==> src/hw/rtl/alps_pkg.sv <==
// shared types and constants for the adaptive link poll scheduler
// no dependencies; used by every rtl module of the block
`default_nettype none

package alps_pkg;

   // downlink lanes and interval ceiling
   localparam int NUM_LINKS    = 8;
   localparam int MAX_INTERVAL = 64;

   // fixed field widths
   localparam int DL_WIDTH     = 8;
   localparam int CNT_WIDTH    = 7;
   localparam int PERIOD_WIDTH = 16;
   localparam int ACTIVE_WIDTH = 4;
   localparam int LINK_IDX_WIDTH = 3;
   localparam int CSR_IDX_WIDTH  = 2;
   localparam int CSR_DATA_WIDTH = 16;

   // reset values of the configuration registers
   localparam logic [PERIOD_WIDTH-1:0] SYNC_ALL_PERIOD_RESET = PERIOD_WIDTH'(1000);

   typedef enum logic [1:0] {
      ACT_TICK_1MS  = 2'd0,
      ACT_TICK_10MS = 2'd1,
      ACT_TRAFFIC   = 2'd2,
      ACT_UNUSED    = 2'd3
   } action_type;

   typedef enum logic [CSR_IDX_WIDTH-1:0] {
      CSR_SYNC_ALL_PERIOD  = 2'd0,
      CSR_ACTIVE_LINKS     = 2'd1,
      CSR_UPLINK_PRESENT   = 2'd2,
      CSR_SIDELINK_PRESENT = 2'd3
   } csr_index_type;

   typedef struct packed {
      action_type                action;
      logic [LINK_IDX_WIDTH-1:0] link_index;
      logic [DL_WIDTH-1:0]       downlink_online;
      logic                      uplink_online;
      logic                      sidelink_online;
   } req_type;

   typedef struct packed {
      logic [DL_WIDTH-1:0] downlink_sync;
      logic                uplink_sync;
      logic                sidelink_sync;
      logic                sync_all;
   } rsp_type;

   // per-request control broadcast to every lane
   typedef struct packed {
      logic tick_1ms;
      logic tick_10ms;
      logic sync_all;
   } lane_ctl_type;

   // per-request control for the merge stage
   typedef struct packed {
      logic accept;
      logic tick_1ms;
      logic sync_all;
      logic uplink_present;
      logic uplink_online;
      logic sidelink_present;
      logic sidelink_online;
   } merge_ctl_type;

endpackage

`default_nettype wire

==> src/hw/rtl/alps_lane.sv <==
// one downlink lane: countdown, poll interval and grace bit of one link
// depends on alps_pkg
`default_nettype none

module alps_lane (
   input  wire logic                  clock,
   input  wire logic                  reset,
   input  wire alps_pkg::lane_ctl_type ctl,
   input  wire logic                  active,
   input  wire logic                  restart,
   input  wire logic                  online,
   output logic                       poll
);

   logic [alps_pkg::CNT_WIDTH-1:0] countdown_ff, countdown_in;
   logic [alps_pkg::CNT_WIDTH-1:0] interval_ff, interval_in;
   logic                           grace_ff, grace_in;
   logic [alps_pkg::CNT_WIDTH-1:0] count_dec;

   // countdown, interval growth and traffic restart
   always_comb begin
      countdown_in = countdown_ff;
      interval_in  = interval_ff;
      grace_in     = grace_ff;
      poll         = 1'b0;
      count_dec    = (countdown_ff != '0) ? countdown_ff - 1'b1 : countdown_ff;
      if (ctl.tick_1ms && active) begin
         if (count_dec == '0) begin
            countdown_in = interval_ff;
            poll         = ctl.sync_all || online;
         end else begin
            countdown_in = count_dec;
            poll         = ctl.sync_all;
         end
      end else if (ctl.tick_10ms && active) begin
         if (grace_ff) begin
            grace_in = 1'b0;
         end else if (interval_ff < alps_pkg::CNT_WIDTH'(alps_pkg::MAX_INTERVAL)) begin
            interval_in = {interval_ff[alps_pkg::CNT_WIDTH-2:0], 1'b0};
         end
      end else if (restart) begin
         countdown_in = '0;
         interval_in  = alps_pkg::CNT_WIDTH'(1);
         grace_in     = 1'b1;
      end
   end

   // lane state
   always_ff @(posedge clock) begin
      if (reset) begin
         countdown_ff <= '0;
         interval_ff  <= alps_pkg::CNT_WIDTH'(1);
         grace_ff     <= 1'b1;
      end else begin
         countdown_ff <= countdown_in;
         interval_ff  <= interval_in;
         grace_ff     <= grace_in;
      end
   end

endmodule

`default_nettype wire

==> src/hw/rtl/alps_merge.sv <==
// merge stage: gathers lane polls, adds uplink and sidelink, holds the response
// depends on alps_pkg
`default_nettype none

module alps_merge (
   input  wire logic                              clock,
   input  wire logic                              reset,
   input  wire alps_pkg::merge_ctl_type           ctl,
   input  wire logic [alps_pkg::NUM_LINKS-1:0]    lane_poll,
   input  wire logic                              rsp_ready,
   output logic                                   rsp_valid,
   output alps_pkg::rsp_type                      rsp_data
);

   logic [alps_pkg::DL_WIDTH-1:0] dl_poll;
   alps_pkg::rsp_type             rsp_ff, rsp_in;
   logic                          rsp_valid_ff, rsp_valid_in;

   // lanes beyond the reported width are dropped, missing lanes read as zero
   for (genvar i = 0; i < alps_pkg::DL_WIDTH; i++) begin : g_bit
      if (i < alps_pkg::NUM_LINKS) begin : g_lane
         assign dl_poll[i] = lane_poll[i];
      end else begin : g_none
         assign dl_poll[i] = 1'b0;
      end
   end

   // response word for the accepted request
   always_comb begin
      rsp_in.downlink_sync = dl_poll;
      rsp_in.uplink_sync   = ctl.tick_1ms && ctl.uplink_present &&
                             (ctl.uplink_online || ctl.sync_all);
      rsp_in.sidelink_sync = ctl.tick_1ms && ctl.sidelink_present &&
                             (ctl.sidelink_online || ctl.sync_all);
      rsp_in.sync_all      = ctl.sync_all;
   end

   // output register valid
   always_comb begin
      rsp_valid_in = rsp_valid_ff;
      if (ctl.accept) begin
         rsp_valid_in = 1'b1;
      end else if (rsp_ready) begin
         rsp_valid_in = 1'b0;
      end
   end

   always_ff @(posedge clock) begin
      if (reset) begin
         rsp_valid_ff <= 1'b0;
      end else begin
         rsp_valid_ff <= rsp_valid_in;
      end
   end

   always_ff @(posedge clock) begin
      if (ctl.accept) begin
         rsp_ff <= rsp_in;
      end
   end

   assign rsp_valid = rsp_valid_ff;
   assign rsp_data  = rsp_ff;

endmodule

`default_nettype wire

==> src/hw/rtl/adaptive_link_poll_scheduler_core.sv <==
// adaptive link poll scheduler: one lane per downlink plus a merge stage.
// the response is registered and appears in the cycle after its request is accepted.
// throughput: one request per cycle while responses are taken; all lanes update in the
// accept cycle, and the response register takes the next request while the last is taken.
// reset (synchronous, active high) loads register defaults, zero countdowns,
// interval one with grace set, and empties the response register.
`default_nettype none

module adaptive_link_poll_scheduler_core (
   input  wire logic                                   clock,
   input  wire logic                                   reset,
   input  wire logic                                   req_valid,
   output logic                                        req_ready,
   input  wire alps_pkg::req_type                      req_data,
   output logic                                        rsp_valid,
   input  wire logic                                   rsp_ready,
   output alps_pkg::rsp_type                           rsp_data,
   input  wire logic                                   csr_valid,
   output logic                                        csr_ready,
   input  wire logic [alps_pkg::CSR_IDX_WIDTH-1:0]     csr_index,
   input  wire logic [alps_pkg::CSR_DATA_WIDTH-1:0]    csr_data
);

   logic [alps_pkg::PERIOD_WIDTH-1:0] period_ff, period_in;
   logic [alps_pkg::ACTIVE_WIDTH-1:0] active_links_ff, active_links_in;
   logic                              uplink_present_ff, uplink_present_in;
   logic                              sidelink_present_ff, sidelink_present_in;
   logic [alps_pkg::PERIOD_WIDTH-1:0] sync_cd_ff, sync_cd_in;

   logic                              accept;
   logic                              tick_1ms;
   logic                              sync_all;
   alps_pkg::lane_ctl_type            lane_ctl;
   alps_pkg::merge_ctl_type           merge_ctl;
   logic [alps_pkg::NUM_LINKS-1:0]    lane_poll;

   // handshakes
   assign req_ready = !rsp_valid || rsp_ready;
   assign accept    = req_valid && req_ready;
   assign csr_ready = 1'b1;

   // configuration writes
   always_comb begin
      period_in           = period_ff;
      active_links_in     = active_links_ff;
      uplink_present_in   = uplink_present_ff;
      sidelink_present_in = sidelink_present_ff;
      if (csr_valid) begin
         case (alps_pkg::csr_index_type'(csr_index))
            alps_pkg::CSR_SYNC_ALL_PERIOD:  period_in = csr_data;
            alps_pkg::CSR_ACTIVE_LINKS:
               active_links_in = csr_data[alps_pkg::ACTIVE_WIDTH-1:0];
            alps_pkg::CSR_UPLINK_PRESENT:   uplink_present_in = csr_data[0];
            alps_pkg::CSR_SIDELINK_PRESENT: sidelink_present_in = csr_data[0];
            default: ;
         endcase
      end
   end

   always_ff @(posedge clock) begin
      if (reset) begin
         period_ff           <= alps_pkg::SYNC_ALL_PERIOD_RESET;
         active_links_ff     <= '0;
         uplink_present_ff   <= 1'b0;
         sidelink_present_ff <= 1'b0;
      end else begin
         period_ff           <= period_in;
         active_links_ff     <= active_links_in;
         uplink_present_ff   <= uplink_present_in;
         sidelink_present_ff <= sidelink_present_in;
      end
   end

   // sync-all countdown
   assign tick_1ms = accept && (req_data.action == alps_pkg::ACT_TICK_1MS);
   assign sync_all = tick_1ms && (sync_cd_ff == '0);

   always_comb begin
      sync_cd_in = sync_cd_ff;
      if (sync_all) begin
         sync_cd_in = period_ff;
      end else if (tick_1ms) begin
         sync_cd_in = sync_cd_ff - 1'b1;
      end
   end

   always_ff @(posedge clock) begin
      if (reset) begin
         sync_cd_ff <= '0;
      end else begin
         sync_cd_ff <= sync_cd_in;
      end
   end

   // lane broadcast
   assign lane_ctl.tick_1ms  = tick_1ms;
   assign lane_ctl.tick_10ms = accept && (req_data.action == alps_pkg::ACT_TICK_10MS);
   assign lane_ctl.sync_all  = sync_all;

   for (genvar i = 0; i < alps_pkg::NUM_LINKS; i++) begin : g_lane
      logic lane_active;
      logic lane_restart;
      logic lane_online;

      // a lane is in use below active_links; larger settings cover every lane
      assign lane_active  = {1'b0, active_links_ff} > 5'(i);
      assign lane_restart = accept && (req_data.action == alps_pkg::ACT_TRAFFIC) &&
                            (5'(req_data.link_index) == 5'(i));
      if (i < alps_pkg::DL_WIDTH) begin : g_on
         assign lane_online = req_data.downlink_online[i];
      end else begin : g_off
         assign lane_online = 1'b0;
      end

      alps_lane u_lane (
         .clock   (clock),
         .reset   (reset),
         .ctl     (lane_ctl),
         .active  (lane_active),
         .restart (lane_restart),
         .online  (lane_online),
         .poll    (lane_poll[i])
      );
   end

   // merge and response register
   assign merge_ctl.accept           = accept;
   assign merge_ctl.tick_1ms         = tick_1ms;
   assign merge_ctl.sync_all         = sync_all;
   assign merge_ctl.uplink_present   = uplink_present_ff;
   assign merge_ctl.uplink_online    = req_data.uplink_online;
   assign merge_ctl.sidelink_present = sidelink_present_ff;
   assign merge_ctl.sidelink_online  = req_data.sidelink_online;

   alps_merge u_merge (
      .clock     (clock),
      .reset     (reset),
      .ctl       (merge_ctl),
      .lane_poll (lane_poll),
      .rsp_ready (rsp_ready),
      .rsp_valid (rsp_valid),
      .rsp_data  (rsp_data)
   );

endmodule

`default_nettype wire

==> config.mk <==
export PLATFORM = sky130hd
export DESIGN_NAME = adaptive_link_poll_scheduler_core
export DESIGN_NICKNAME = d
export VERILOG_FILES = /design/src/hw/rtl/alps_pkg.sv /design/src/hw/rtl/alps_lane.sv /design/src/hw/rtl/alps_merge.sv /design/src/hw/rtl/adaptive_link_poll_scheduler_core.sv
export SDC_FILE = /design/constraint.sdc
export NUM_CORES = 1
export LEC_CHECK = 0
export ABC_CLOCK_PERIOD_IN_PS = 2440
export BUFFER_PORTS_ARGS = -buffer_cell sky130_fd_sc_hd__buf_4
export CORE_ASPECT_RATIO = 0.5
export CORE_MARGIN = 2
export CORE_UTILIZATION = 41
export DETAILED_ROUTE_END_ITERATION = 10
export GPL_TIMING_DRIVEN = 0
export HOLD_SLACK_MARGIN = 0.03
export PLACE_DENSITY = 0.59
export SYNTH_ARGS = -nofsm -noshare
export SYNTH_HDL_FRONTEND = slang
export SYNTH_SLANG_ARGS = --single-unit
==> constraint.sdc <==
create_clock -name clock -period 2.44 [get_ports clock]
set_clock_uncertainty 0.15 [all_clocks]
set_input_delay 0.366 -clock clock [delete_from_list [all_inputs] [get_ports clock]]
set_output_delay 0.366 -clock clock [all_outputs]
set_load 0.02 [all_outputs]
==> results of run 1 <==
-- placed cells by master, fill, tap and decap left out, drive strengths merged, types with 6 or more instances in the layout --
master / count
clkbuf: 65
a22oi: 13
nand3: 66
dfxtp: 159
a21oi: 128
or4: 15
and3: 7
nand3b: 32
edfxtp: 11
nand2: 121
or3: 17
xnor2: 8
xor2: 8
nand4: 6
dlygate4sd3: 13
nand2b: 6
o21ai: 62
mux2i: 10
a211oi: 8
a21o: 21
a31oi: 15
a221oi: 9
ha: 18
o2bb2ai: 8
inv: 43
nor4: 21
nor2: 89
nor3b: 17
nor2b: 11
buf: 69
nor3: 47
-- routing by layer --
metal / up-vias / wire [µm]
met5: - / 0
met3: 34 / 1340
met2: 266 / 12000
met4: 0 / 399
met1: 4229 / 13300
li1: 4244 / -
-- power groups by stage --
stage                     logic, W  clock network [W]  registers [W]
after floorplan           0.000594                  0        0.00297
after global placement    0.000927                  0        0.00296
after detailed placement  0.000935                  0        0.00297
after CTS                 0.000978            0.00276        0.00291
after global routing       0.00116            0.00287        0.00291
final                      0.00107            0.00273        0.00291
-- flip-flops by register name, indices dropped and copies added (netlist names) --
register	cells
sidelink_present_ff	1
u_merge.rsp_data	11
sync_cd_ff	16
uplink_present_ff	1
active_links_ff	4
u_merge.rsp_valid	1
g_lane.u_lane.grace_ff	8
period_ff	16
g_lane.u_lane.interval_ff	56
g_lane.u_lane.countdown_ff	56
-- critical path: stages (launching register included) --
cell and delay [ns]:
dfxtp_1 0.36, or3_4 0.43, or3_4 0.37, and4bb_2 0.31
buf_6 0.14, buf_6 0.18, a21oi_1 0.05, nor2_1 0.21
-- worst max path at each step --
stage | end | slack [ns] | cells past startpoint
after detailed placement | g_lane[2].u_lane.countdown_ff[4] | -0.71 | 11
final | u_merge.rsp_data[5] | 0.04 | 7
after global routing | g_lane[0].u_lane.countdown_ff[0] | -0.07 | 9
after CTS | g_lane[5].u_lane.countdown_ff[1] | -0.02 | 9
after floorplan | g_lane[3].u_lane.countdown_ff[0] | 0.05 | 9
after global placement | g_lane[2].u_lane.countdown_ff[4] | -0.67 | 11
-- logic make-up (layout without fill, tap and decap cells) --
family | after synthesis | in the layout | share of synthesized area
and+or+nand+nor | 490 | 490 | 0.292
AOI/OAI and AO/OA | 310 | 310 | 0.215
DFF | 170 | 170 | 0.393
buffers and inverters | 105 | 196 | 0.0471
adders and majority gates | 18 | 18 | 0.0252
xor gates and xnor gates | 16 | 16 | 0.0157
muxes | 11 | 11 | 0.0124
other | 1 | 1 | 0.000419
-- area by class of cell --
cell class,count,area (µm²),share of cell area
Inverter,37,139,0.0129
Multi-Input combinational cell,846,5320,0.494
Clock inverter,11,108,0.00999
Tap cell,300,375,0.0349
Timing Repair Buffer,66,528,0.0490
Clock buffer,21,472,0.0438
Buffer,61,300,0.0279
Sequential cell,170,3520,0.327
-- metrics by stage --
stage / power [W] / hold WS (ns)
3_5_place_dp: 0.00390 / 0.303
6_report: 0.00671 / 0.0475
4_1_cts: 0.00664 / 0.0385
3_3_place_gp: 0.00389 / 0.287
2_1_floorplan: 0.00356 / 0.282
5_1_grt: 0.00695 / 0.0412
-- what timing repair did --
item | in CTS | in global routing
hold endpoints to repair | 13 | 0
gates resized for setup | 28 | 78
pin swaps | 2 | 9
hold buffers | 13 | 0
buffers inserted | 2 | 1
endpoints found under the setup margin | 106 | 126
==> results.md, run 1 <==
- Headroom to the max-slew limit: 0.298
- Rows: 38
- Worst skew pair latency: ~0.44 ns
- WL final: 27100 µm
- Global Route met2 Usage: 0.373
- Top post-synthesis cells by area: dfxtp_1, a21oi_1, nand2_1
- Most frequent cells after synthesis: dfxtp_1, a21oi_1, nand2_1
- CTS tree: built
- Seq cells post-synth: 170
- Share of the yosys chip area belonging to registers: 0.393
- Sequential Power Share: 0.433
- Yosys top cell by area: dfxtp_1
- DRT iter0 DRCs: approximately 630
- Startpoint types: flip-flop
- ANT nets after route: 0
- Dominant synthesized flop cell: dfxtp_1
- Async SR Flop Fraction: 0
- Final Cycle Share: 0.982
- Worst Hold Launch: csr_data[2]
- Critical Path Start: sync_cd_ff[7]
- Grt met3 use: 0.0360
- IO Count: between 50 and 60
- Min-Delay Path Depth: 3
- Cell with the most instances after synthesis: dfxtp_1
- Fillcell total: 2068
- Routed WL per cell: 17.9 µm
- Final Util: 0.500
- Initial Utilization: 0.415
- Placement Cell Area: between 9000 and 10000 µm²
- Die W: around 210 µm
- Maxcap violations: 0
- Gr busiest metal: met2
- Largest net degree at the start of global routing: 17
- Total GRT Usage: 0.236
- Root Buffer: clkbuf_16
- Setup tns final: 0 ns
- Placer Congestion: between 0.8 and 0.9
- Vias: 8773
- Reg2Reg Launch Point: sync_cd_ff[7]
- HPWL Detailed: roughly 19000 µm
- CTS H-tree depth: 4
- Number of synthesized flops with an enable pin: 11
- Final Hold Viols: 0
- R2R setup slack: between 0.04 and 0.05 ns
- R2R depth: 7
- Nets: ~1300
- TritonCTS Sinks: 170
- Die height: between 100 and 150 µm
- Min Tclk post-route: 2.40 ns
- Drt first pass iters: 6
- Post-synthesis cell area: roughly 8900 µm²
- Pwr dens: ~620 nW/µm²
- First-pass GRT wire length: ~42000 µm
- Status: complete, no violations
- Final setup violation count: 0
- Layout Cells excl Fill: between 1500 and 2000
- Worst vdd ir: between 0.4 and 0.5 mV
- Worst-path clk slew: about 0.070 ns
- # port buffers: 50
- Placement Setup Slack: -0.712 ns
- Reg-to-reg endpoint: u_merge.rsp_data[5]
- Vias in the first global route: 8083
- Leak: around 4.1 nW
- CTS Buffer Depth: 2
- Mapped Avg Cell Area: 7.98 µm²
- Net Sw Frac: 0.287
- Crit end category: flip-flop
- Initial antenna violation count: 0
- Hold path endpoint: active_links_ff[2]
- Core area: around 22000 µm²
- Reported net switching power: ~0.0019 W
- Worst-Margin Slew: 1.05 ns
- Met1 Usage GRT: 0.330
- Yosys warns: 0
- Area delta synth->final: 20.3%
- Critical path required time: ~2.6 ns
- Int Pwr: between 0.004 and 0.005 W
- Crit Path Class: flip-flop to flip-flop
- Remaining global-route overflow: 0
- Clock power share: 0.407
- Top cell type's share of synthesized area: 0.356
- CTS buffer count: 17
- Die area: approximately 23000 µm²
- Peak fanout along the critical path: 10
- Post-synth cell types: 79
- Critical Path AT: between 2 and 3 ns
- Cell count after synthesis: 1121
- Syn nets: between 1000 and 1500
- DP Cell Count: 1471
- Unrepaired setup endpoints after global routing: yes
- Ant. Diodes: 0
- Final setup margin: 0.0437 ns
- Vias/cell: between 5 and 6
- Drt drc: 0
- Pins over their slew limit: 0
- Comb power frac: 0.160
- Final Cell Area: around 11000 µm²
- FMAX: approximately 420 MHz
- Share of cells above drive strength 1: 0.150
- Worst min path class: primary input to flip-flop
No activity file was read; power rests on OpenSTA's default activity.
==> inputs of run 2 (changes only) <==
- SYNTH_HIERARCHICAL: unset -> 1
==> run 2 against run 1 <==
Sequential power increased by 2%. Via count increased by 9.5%. Count of clock-buffer cells in the layout increased by 5. Largest cell class unchanged. Highest routed layer unchanged.
==> results.md, run 2 <==
- Status: complete, no violations
- Final Util: 0.499
- Vias: ~9600
- Die W: ~230 µm
- Final setup margin: ~0.12 ns
- Int Pwr: roughly 0.0053 W
- DRT iter0 DRCs: around 860
- Worst Hold Launch: rsp_ready
- Vias/cell: about 5.7
- Reg area: about 3500 µm²
- Min Tclk post-route: ~2.3 ns
- Headroom to the max-slew limit: 0.324
- Placement Setup Slack: -0.600 ns
- Rows: 40
- Mapped Avg Cell Area: between 8 and 9 µm²
- CTS tree: built
- Syn nets: ~1300
- Most frequent cells in the layout: dfxtp_1, nand2_1, a21oi_1, nor2_1, o21ai_0
- Most frequent cells after synthesis: dfxtp_1, nand2_1, a21oi_1
- Peak fanout along the critical path: 9
- Comb power frac: 0.246
- Final Cycle Share: 0.951
- Crit end category: flip-flop
- Net Sw Frac: 0.297
- Post-synth cell types: 65
- Die area: 26400 µm²
- FMAX: around 430 MHz
- Core area: ~24000 µm²
- Sequential Power Share: 0.391
- Remaining global-route overflow: 0
- Area delta synth->final: 18.1%
- Final setup violation count: 0
- Die height: between 100 and 150 µm
- Seq cells post-synth: between 150 and 200
- Drt drc: 0
- Startpoint types: flip-flop
- IO Count: 52
- Async SR Flop Fraction: 0
- Top post-synthesis cells by area: dfxtp_1, a21oi_1, nand2_1
- First-pass GRT wire length: ~45000 µm
- Worst min path class: primary input to flip-flop
- WL final: between 20000 and 30000 µm
- Leak: about 4.5 nW
- Nets: between 1000 and 1500
- Placer Congestion: 0.886
- Routed WL per cell: around 16 µm
- Ant. Diodes: 0
- Share of cells above drive strength 1: 0.186
- CTS buffer count: 17
- Reported net switching power: about 0.0022 W
- Critical path required time: between 2 and 3 ns
- Worst-path clk slew: ~0.06 ns
- CTS Buffer Depth: 2
- Number of synthesized flops with an enable pin: 11
- Biggest regs: g_lane.u_lane/countdown_ff x56, g_lane.u_lane/interval_ff x56
- Crit Path Class: flip-flop to flip-flop
- Top cell type's share of synthesized area: 0.310
- Multi-input gate area: around 6300 µm²
- Cell with the most instances after synthesis: dfxtp_1
- # port buffers: 50
- Vias in the first global route: 9021
- Root Buffer: clkbuf_16
- CTS H-tree depth: 4
- HPWL Detailed: 19400 µm
- Initial antenna violation count: 0
- Clock power share: 0.363
- Cell count after synthesis: around 1200
- Fillcell total: about 2300
- Critical Path AT: roughly 2.5 ns
- Post-synthesis cell area: between 10000 and 15000 µm²
- Maxcap violations: 0
- Commonest non-fill, non-tap cell in the layout: dfxtp_1
- Hold Slack: ~0.057 ns
- ANT nets after route: 0
- Worst skew pair latency: 0.44 ns
- TritonCTS Sinks: between 150 and 200
- Critical Path Start: active_links_ff[3]
- Drt first pass iters: 5
- Share of the yosys chip area belonging to registers: 0.342
- Largest net degree at the start of global routing: 51
- Worst vdd ir: just over 0.4 mV
- Initial Utilization: 0.422
- Worst-Margin Slew: 1.01 ns
- Setup tns final: 0 ns
- Yosys top cell by area: dfxtp_1
- Unrepaired setup endpoints after global routing: yes
- Pwr dens: approximately 630 nW/µm²
- Final Hold Viols: 0
- Dominant synthesized flop cell: dfxtp_1
- Pins over their slew limit: 0
- Total GRT Usage: 0.210
- Reg2Reg Launch Point: active_links_ff[3]
- Yosys warns: 6
run 2: cell count changes after synthesis, sizes merged, moves of 16 or more:
cell	change
or2b	+16
nand4	+46
nand2	+17
nand2b	+16
and2	+21
buf	+22
clkbuf	-37
nor3	+17
a31oi	+19
mux2i	+16
o21ai	+29
or2	+23
nand3	-29
run 2: repair_timing:
item / in CTS / in global routing
resized for setup: 31 / 18
hold buffers: 15 / 0
pin swaps: 1 / 4
cloned: 1 / 0
endpoints found under the hold margin: 18 / 0
setup endpoints to repair: 123 / 107
setup buffers: 3 / 5
run 2: final cells by class:
type | count | share of cell area
multi-input combinational | 977 | 0.519
tap | 336 | 0.0347
clock buffer | 26 | 0.0447
inverter | 41 | 0.0137
buffer | 60 | 0.0425
timing repair buffer | 73 | 0.0514
clock inverter | 6 | 0.00454
sequential | 170 | 0.290
run 2: power by group through the flow:
stage | clock network, W | logic (W) | registers (W)
final | 0.00275 | 0.00187 | 0.00297
after global routing | 0.00294 | 0.00205 | 0.00298
after CTS | 0.00282 | 0.00184 | 0.00296
after detailed placement | 0 | 0.00179 | 0.00303
after global placement | 0 | 0.00176 | 0.00302
after floorplan | 0 | 0.00137 | 0.00302
run 2: worst max-delay path, cell delays in order (launching register included):
cell and delay [ns]:
dfxtp_1 0.35, or2_2 0.40, a21o_1 0.25, and2_1 0.15, buf_2 0.18, or2_2 0.37
a41o_2 0.28, a21oi_1 0.10
run 2: stage by stage:
step | power [W] | cells | instance area (µm²)
floorplan | 0.00439 | 1248 | 10300
global placement | 0.00479 | 1634 | 11100
detailed placement | 0.00481 | 1634 | 11100
CTS | 0.00762 | 1684 | 12000
global route | 0.00797 | 1689 | 12100
finish | 0.00759 | 1689 | 12100
run 2: final timing paths:
path,endpoint,slack [ns],cells past startpoint
max,g_lane[2].u_lane/countdown_ff[5],0.12,7
min,u_merge/rsp_valid,0.06,3
max reg2reg,g_lane[2].u_lane/countdown_ff[5],0.12,7
min reg2reg,period_ff[0],0.31,2
run 2: kinds of logic (layout without fill, tap and decap cells):
logic type               Yosys count  count (layout)  synth area share
other                              1               1          0.000365
multiplexers                      29              29            0.0384
adder cells (fa/ha/maj)           18              18            0.0219
flip-flops                       170             170             0.342
AND/OR/NAND/NOR                  566             567             0.312
AO/OA/AOI/OAI                    361             361             0.219
buffers and inverters            102             206            0.0658
XOR/XNOR                           1               1          0.000853
run 2: metal layers:
| metal | wire, µm | GRT usage |
|---|---|---|
| met5 | 0 | 0 |
| met4 | 155 | 0.0449 |
| met3 | 1120 | 0.0431 |
| met2 | 13000 | 0.355 |
| met1 | 13200 | 0.279 |
